===== src/sv/mexp_pkg.sv =====
package mexp_pkg;

    // config register indexes
    localparam int unsigned CFG_INDEX_BITS = 2;
    localparam logic [CFG_INDEX_BITS-1:0] REG_EXPONENT = 2'd0;
    localparam logic [CFG_INDEX_BITS-1:0] REG_MODULUS  = 2'd1;

    // status of the shared modular multiplier
    typedef struct packed {
        logic busy;
        logic done;
    } mexp_mm_stat_t;

endpackage


===== src/sv/mexp_modmul.sv =====
module mexp_modmul import mexp_pkg::*; #(
    parameter int unsigned WORD_BITS = 16
) (
    input  logic                 aclk,
    input  logic                 aresetn,
    input  logic                 start,
    input  logic [WORD_BITS-1:0] op_a,
    input  logic [WORD_BITS-1:0] op_b,
    input  logic [WORD_BITS-1:0] op_m,
    output mexp_mm_stat_t        stat,
    output logic [WORD_BITS-1:0] product
);

    localparam int unsigned CNT_BITS = (WORD_BITS > 1) ? $clog2(WORD_BITS) : 1;

    logic [WORD_BITS-1:0] a_reg;
    logic [WORD_BITS-1:0] b_reg;
    logic [WORD_BITS-1:0] m_reg;
    logic [WORD_BITS-1:0] r_reg, r_next;
    logic [CNT_BITS-1:0]  cnt_reg;
    logic                 busy_reg;
    logic                 done_reg;

    logic [WORD_BITS:0] dbl, dbl_red, add, add_red, m_ext;

    // interleaved shift-add: r = 2r mod m, then r = r + a mod m if the bit of b is set
    always_comb begin
        m_ext   = {1'b0, m_reg};
        dbl     = {r_reg, 1'b0};
        dbl_red = (dbl >= m_ext) ? (dbl - m_ext) : dbl;
        add     = {1'b0, dbl_red[WORD_BITS-1:0]}
                  + (b_reg[WORD_BITS-1] ? {1'b0, a_reg} : '0);
        add_red = (add >= m_ext) ? (add - m_ext) : add;
        r_next  = add_red[WORD_BITS-1:0];
    end

    always_ff @(posedge aclk) begin
        if (!aresetn) begin
            busy_reg <= 1'b0;
            done_reg <= 1'b0;
        end else begin
            done_reg <= 1'b0;
            if (start) begin
                busy_reg <= 1'b1;
            end else if (busy_reg && cnt_reg == '0) begin
                busy_reg <= 1'b0;
                done_reg <= 1'b1;
            end
        end
    end

    always_ff @(posedge aclk) begin
        if (start) begin
            a_reg   <= op_a;
            b_reg   <= op_b;
            m_reg   <= op_m;
            r_reg   <= '0;
            cnt_reg <= CNT_BITS'(WORD_BITS - 1);
        end else if (busy_reg) begin
            r_reg   <= r_next;
            b_reg   <= {b_reg[WORD_BITS-2:0], 1'b0};
            cnt_reg <= cnt_reg - 1'b1;
        end
    end

    assign stat.busy = busy_reg;
    assign stat.done = done_reg;
    assign product   = r_reg;

endmodule


===== src/sv/mexp_seq.sv =====
module mexp_seq import mexp_pkg::*; #(
    parameter int unsigned WORD_BITS = 16
) (
    input  logic                 aclk,
    input  logic                 aresetn,
    input  logic                 in_accept,
    input  logic [WORD_BITS-1:0] message,
    input  logic [WORD_BITS-1:0] exponent,
    input  logic [WORD_BITS-1:0] modulus,
    output logic                 idle,
    output logic                 mm_start,
    output logic [WORD_BITS-1:0] mm_a,
    output logic [WORD_BITS-1:0] mm_b,
    input  mexp_mm_stat_t        mm_stat,
    input  logic [WORD_BITS-1:0] mm_product,
    output logic                 res_valid,
    input  logic                 res_taken,
    output logic [WORD_BITS-1:0] res_value,
    output logic                 res_error
);

    localparam int unsigned BIT_BITS = (WORD_BITS > 1) ? $clog2(WORD_BITS) : 1;

    localparam logic [2:0] S_IDLE   = 3'd0;
    localparam logic [2:0] S_REDUCE = 3'd1;
    localparam logic [2:0] S_LAUNCH = 3'd2;
    localparam logic [2:0] S_MUL    = 3'd3;
    localparam logic [2:0] S_SQR    = 3'd4;
    localparam logic [2:0] S_DONE   = 3'd5;

    logic [2:0]           state_reg, state_next;
    logic [WORD_BITS-1:0] acc_reg, acc_next;
    logic [WORD_BITS-1:0] base_reg, base_next;
    logic [BIT_BITS-1:0]  bit_reg, bit_next;
    logic                 err_reg, err_next;

    always_comb begin
        state_next = state_reg;
        acc_next   = acc_reg;
        base_next  = base_reg;
        bit_next   = bit_reg;
        err_next   = err_reg;
        mm_start   = 1'b0;
        mm_a       = base_reg;
        mm_b       = base_reg;
        case (state_reg)
            S_IDLE: begin
                if (in_accept) begin
                    if (exponent == '0) begin
                        acc_next   = WORD_BITS'(1);
                        err_next   = 1'b0;
                        state_next = S_DONE;
                    end else if (modulus == '0) begin
                        acc_next   = '0;
                        err_next   = 1'b1;
                        state_next = S_DONE;
                    end else begin
                        // message mod modulus as 1 * message
                        mm_start   = 1'b1;
                        mm_a       = WORD_BITS'(1);
                        mm_b       = message;
                        err_next   = 1'b0;
                        bit_next   = '0;
                        state_next = S_REDUCE;
                    end
                end
            end
            S_REDUCE: begin
                if (mm_stat.done) begin
                    base_next  = mm_product;
                    acc_next   = WORD_BITS'(1);
                    state_next = S_LAUNCH;
                end
            end
            S_LAUNCH: begin
                mm_start = 1'b1;
                if (exponent[bit_reg]) begin
                    mm_a       = acc_reg;
                    state_next = S_MUL;
                end else begin
                    state_next = S_SQR;
                end
            end
            S_MUL: begin
                if (mm_stat.done) begin
                    acc_next   = mm_product;
                    mm_start   = 1'b1;
                    state_next = S_SQR;
                end
            end
            S_SQR: begin
                if (mm_stat.done) begin
                    base_next = mm_product;
                    if (bit_reg == BIT_BITS'(WORD_BITS - 1)) begin
                        state_next = S_DONE;
                    end else begin
                        bit_next   = bit_reg + 1'b1;
                        state_next = S_LAUNCH;
                    end
                end
            end
            S_DONE: begin
                if (res_taken) begin
                    state_next = S_IDLE;
                end
            end
            default: begin
                state_next = S_IDLE;
            end
        endcase
    end

    always_ff @(posedge aclk) begin
        if (!aresetn) begin
            state_reg <= S_IDLE;
        end else begin
            state_reg <= state_next;
        end
    end

    always_ff @(posedge aclk) begin
        acc_reg  <= acc_next;
        base_reg <= base_next;
        bit_reg  <= bit_next;
        err_reg  <= err_next;
    end

    assign idle      = (state_reg == S_IDLE);
    assign res_valid = (state_reg == S_DONE);
    assign res_value = acc_reg;
    assign res_error = err_reg;

endmodule


===== src/sv/modular_exponentiation_top.sv =====
// modular exponentiation: result = message ^ exponent mod modulus
// config channel: cfg_index 0 writes the exponent, 1 the modulus, other indexes
//   are ignored; always ready, write only while the block is idle
// input channel s_*: one message per beat, taken only when no item is in work
// result channel m_*: one beat per message with result and modulus_error
// zero exponent gives 1 with no error; zero modulus with a nonzero exponent
//   gives 0 with modulus_error set
// square-and-multiply over all WORD_BITS exponent bits, each modular product
//   formed in the one shared shift-add multiplier; the multiplier is not
//   used when the exponent or modulus is zero
// one message in work at a time, the next accepted as soon as the
//   result has moved to the output register
// reset (synchronous, active low) sets exponent and modulus to 1 and empties
//   the sequencer and output register
// a stalled receiver holds the result in the output register; the block can
//   take and work on one further message, which then waits until that beat goes
module modular_exponentiation_top import mexp_pkg::*; #(
    parameter int unsigned WORD_BITS = 16
) (
    input  logic                      aclk,
    input  logic                      aresetn,
    // config write channel
    input  logic                      cfg_valid,
    output logic                      cfg_ready,
    input  logic [CFG_INDEX_BITS-1:0] cfg_index,
    input  logic [WORD_BITS-1:0]      cfg_data,
    // message channel
    input  logic                      s_valid,
    output logic                      s_ready,
    input  logic [WORD_BITS-1:0]      s_message,
    // result channel
    output logic                      m_valid,
    input  logic                      m_ready,
    output logic [WORD_BITS-1:0]      m_result,
    output logic                      m_modulus_error
);

    logic [WORD_BITS-1:0] exponent_reg;
    logic [WORD_BITS-1:0] modulus_reg;

    logic                 seq_idle;
    logic                 in_accept;
    logic                 mm_start;
    logic [WORD_BITS-1:0] mm_a, mm_b, mm_product;
    mexp_mm_stat_t        mm_stat;
    logic                 res_valid, res_error, res_taken;
    logic [WORD_BITS-1:0] res_value;

    logic                 m_valid_reg;
    logic [WORD_BITS-1:0] m_result_reg;
    logic                 m_error_reg;

    // config registers, writes always taken
    assign cfg_ready = 1'b1;

    always_ff @(posedge aclk) begin
        if (!aresetn) begin
            exponent_reg <= WORD_BITS'(1);
            modulus_reg  <= WORD_BITS'(1);
        end else if (cfg_valid) begin
            case (cfg_index)
                REG_EXPONENT: exponent_reg <= cfg_data;
                REG_MODULUS:  modulus_reg  <= cfg_data;
                default: begin
                end
            endcase
        end
    end

    // a message is taken whenever the sequencer is idle
    assign s_ready   = seq_idle;
    assign in_accept = s_valid && seq_idle;

    mexp_seq #(
        .WORD_BITS (WORD_BITS)
    ) u_seq (
        .aclk       (aclk),
        .aresetn    (aresetn),
        .in_accept  (in_accept),
        .message    (s_message),
        .exponent   (exponent_reg),
        .modulus    (modulus_reg),
        .idle       (seq_idle),
        .mm_start   (mm_start),
        .mm_a       (mm_a),
        .mm_b       (mm_b),
        .mm_stat    (mm_stat),
        .mm_product (mm_product),
        .res_valid  (res_valid),
        .res_taken  (res_taken),
        .res_value  (res_value),
        .res_error  (res_error)
    );

    // the one shared modular multiplier, modulus taken at each start
    mexp_modmul #(
        .WORD_BITS (WORD_BITS)
    ) u_modmul (
        .aclk    (aclk),
        .aresetn (aresetn),
        .start   (mm_start),
        .op_a    (mm_a),
        .op_b    (mm_b),
        .op_m    (modulus_reg),
        .stat    (mm_stat),
        .product (mm_product)
    );

    // output register: loads when empty or when its beat leaves this cycle
    assign res_taken = res_valid && (!m_valid_reg || m_ready);

    always_ff @(posedge aclk) begin
        if (!aresetn) begin
            m_valid_reg <= 1'b0;
        end else if (res_taken) begin
            m_valid_reg <= 1'b1;
        end else if (m_ready) begin
            m_valid_reg <= 1'b0;
        end
    end

    always_ff @(posedge aclk) begin
        if (res_taken) begin
            m_result_reg <= res_value;
            m_error_reg  <= res_error;
        end
    end

    assign m_valid         = m_valid_reg;
    assign m_result        = m_result_reg;
    assign m_modulus_error = m_error_reg;

    // the multiplier is never restarted while it is still iterating
    assert property (@(posedge aclk) disable iff (!aresetn)
        mm_start |-> !mm_stat.busy)
        else $error("multiplier started while busy");

    // a finished product only follows a running multiplication
    assert property (@(posedge aclk) disable iff (!aresetn)
        mm_stat.done |-> $past(mm_stat.busy))
        else $error("multiplier done without work");

    // an idle sequencer leaves the multiplier idle
    assert property (@(posedge aclk) disable iff (!aresetn)
        s_ready |-> !mm_stat.busy)
        else $error("multiplier busy while sequencer idle");

    // an error beat always carries a zero result
    assert property (@(posedge aclk) disable iff (!aresetn)
        (m_valid && m_modulus_error) |-> (m_result == '0))
        else $error("modulus error with nonzero result");

endmodule


===== config.mk =====
export PLATFORM = sky130hd
export DESIGN_NAME = modular_exponentiation_top
export DESIGN_NICKNAME = d
export VERILOG_FILES = /design/src/sv/mexp_pkg.sv /design/src/sv/mexp_modmul.sv /design/src/sv/mexp_seq.sv /design/src/sv/modular_exponentiation_top.sv
export SDC_FILE = /design/constraint.sdc
export NUM_CORES = 1
export LEC_CHECK = 0
export BUFFER_PORTS_ARGS = -buffer_cell sky130_fd_sc_hd__buf_2
export CAP_MARGIN = 10
export CELL_PAD_IN_SITES_DETAIL_PLACEMENT = 0
export CELL_PAD_IN_SITES_GLOBAL_PLACEMENT = 1
export CORE_ASPECT_RATIO = 1.1
export CORE_MARGIN = 3
export CORE_UTILIZATION = 30
export DETAILED_ROUTE_END_ITERATION = 10
export PLACE_DENSITY_LB_ADDON = 0.05
export SETUP_SLACK_MARGIN = 0.2
export SYNTH_ARGS = -nofsm -noshare
export SYNTH_HDL_FRONTEND = slang
export SYNTH_HIERARCHICAL = 1
export SYNTH_SLANG_ARGS = --single-unit
export TNS_END_PERCENT = 50

===== constraint.sdc =====
create_clock -name aclk -period 6 [get_ports aclk]
set_input_delay 0.3 -clock aclk [delete_from_list [all_inputs] [get_ports aclk]]
set_output_delay 0.3 -clock aclk [all_outputs]
set_load 0.05 [all_outputs]

==> run metrics <==
GRT overflow 0; Area growth syn-to-layout 28.50%; most frequent cells in the layout edfxtp_1 (102), nand2_1 (101), buf_4 (100), dfxtp_1 (58), buf_2 (57); Routed Antenna Nets 0; Max-cap violations 0; antenna cells 0; Fin. Hold Viols 0; Final Util 0.3965; critical path type reg -> reg; Vias 6,943; initial antenna violation count 0; Mapped Cells 869; Max Fclk 173.8 MHz; CTS buffer count 17; vias per inst 4.832; Bufs on Longest Clock Path 2; Root Buffer clkbuf_16; CTS H-tree depth 4; drt total wl 26.51 mm; hold path start cfg_data[7]; reg2reg start u_modmul/m_reg[7]; global placer's final weighted congestion 0.8131; Global Route Usage Sum 0.1596; synthesized cell area 9250 um^2; max_slew headroom 0.2636; fillcell total 2,953; initial core utilization 0.3086; layout cell share with drive strength beyond 1 0.3256; Tightest Hold Check Type in -> reg; Critical Path Fanout Max 7; die area 32,980 um^2; Post-route DRC 0; Mapped Nets 962; CP Launch Type flip-flop; DR WL/cell 18.45 um; Final Critical Period 5754 ps; CTS Sinks 160; DRT iter0 DRCs 325; most common cell after layout, fill and taps aside edfxtp_1; nets@finish 1,109; length of the first detailed-routing pass in iterations 5; unrepaired setup endpoints after global routing true; status complete, no violations; Critical Path AT 6050 ps; Post-Syn Area per Cell 10.64 um^2; pin count of the biggest net entering global routing 55; CTS tree done; HPWL after detailed placement 19.82 mm; row cnt 66; CP Data Required Time 6290 ps; Max Slew Vio Count 0; synth warn 6; later-pin clock latency in the skew report 440 ps; Worst Tran Pin Value 1100 ps; Clock Skews 25.68 ps; CP Capture Type flip-flop; IO Port Bufs 57; Reg clk slew, reported paths 80 ps; setup violators final 0; Hold Path Stages 3; Core ar. 29,980 um^2; first-pass GRT wire length 40.69 mm; Die Y 190.2 um; worst setup path start u_modmul/m_reg[7]; Die W 173.4 um; vias in the first global route 7,239; Final Cycle Share 0.9590; Ports 59; R2R depth 26
## metal layers
metal	wire length, um	GRT usage	vias up
li1	-	-	3442
met1	11360	0.1896	3351
met4	753	0.06394	0
met3	717	0.02635	34
met2	13690	0.2872	116
met5	0	0	-
## worst paths after layout
kind / endpoint / slack (ps)
worst min-delay path: modulus_reg[7] / 140
worst max register to register: u_modmul/product[1] / 250
worst min register to register: m_modulus_error / 420
worst max-delay path: u_modmul/product[1] / 250
## worst max-delay path, stage by stage, from the launching register on
cell	delay (ps)
edfxtp_1	370
inv_1	170
ha_1	270
and4_1	230
a311o_1	290
or3_4	340
a221oi_4	260
nor2_4	120
mux2_4	340
ha_4	160
buf_4	130
a21o_2	220
a221oi_4	320
nand2_4	120
a2111oi_4	380
o21bai_1	120
xor2_1	230
ha_1	330
nand4_1	110
nor2_1	60
a21oi_1	130
o31ai_1	110
a31oi_2	170
buf_4	160
buf_12	140
mux2i_4	250
a211oi_2	90
## per-stage QoR
step / setup WS, ps / hold slack (ps) / cells / instance area (um^2) / TNS (ps)
floorplan: 423.1 / 400.3 / 869 / 9250 / 0
global placement: 11.37 / 402.2 / 1373 / 10370 / 0
detailed placement: -118.5 / 406.5 / 1373 / 10370 / -266.1
CTS: 195.5 / 115.2 / 1430 / 11630 / 0
global route: 8.703 / 141.9 / 1437 / 11890 / 0
finish: 246.1 / 136.4 / 1437 / 11890 / 0
## cell type report
class / instances / area, um^2 / share of cell area
well taps: 408 / 510.5 / 0.04295
flip-flops and latches: 160 / 4224 / 0.3554
repair buffers: 163 / 1126 / 0.09474
clock buffers: 17 / 425.4 / 0.03579
inverters: 44 / 165.2 / 0.01389
clock inverters: 15 / 183.9 / 0.01547
multi-input cells: 630 / 5251 / 0.4418
## what timing repair did
action                                  CTS  global route
pin swaps                                48            32
endpoints found under the setup margin   16            16
hold buffers                              0             0
buffers inserted                         24             6
gates resized for setup                  74            40
gates cloned                              1             0
Power is not shown: default switching activity piles up to over one toggle a cycle in this logic, so the estimate is an artifact.
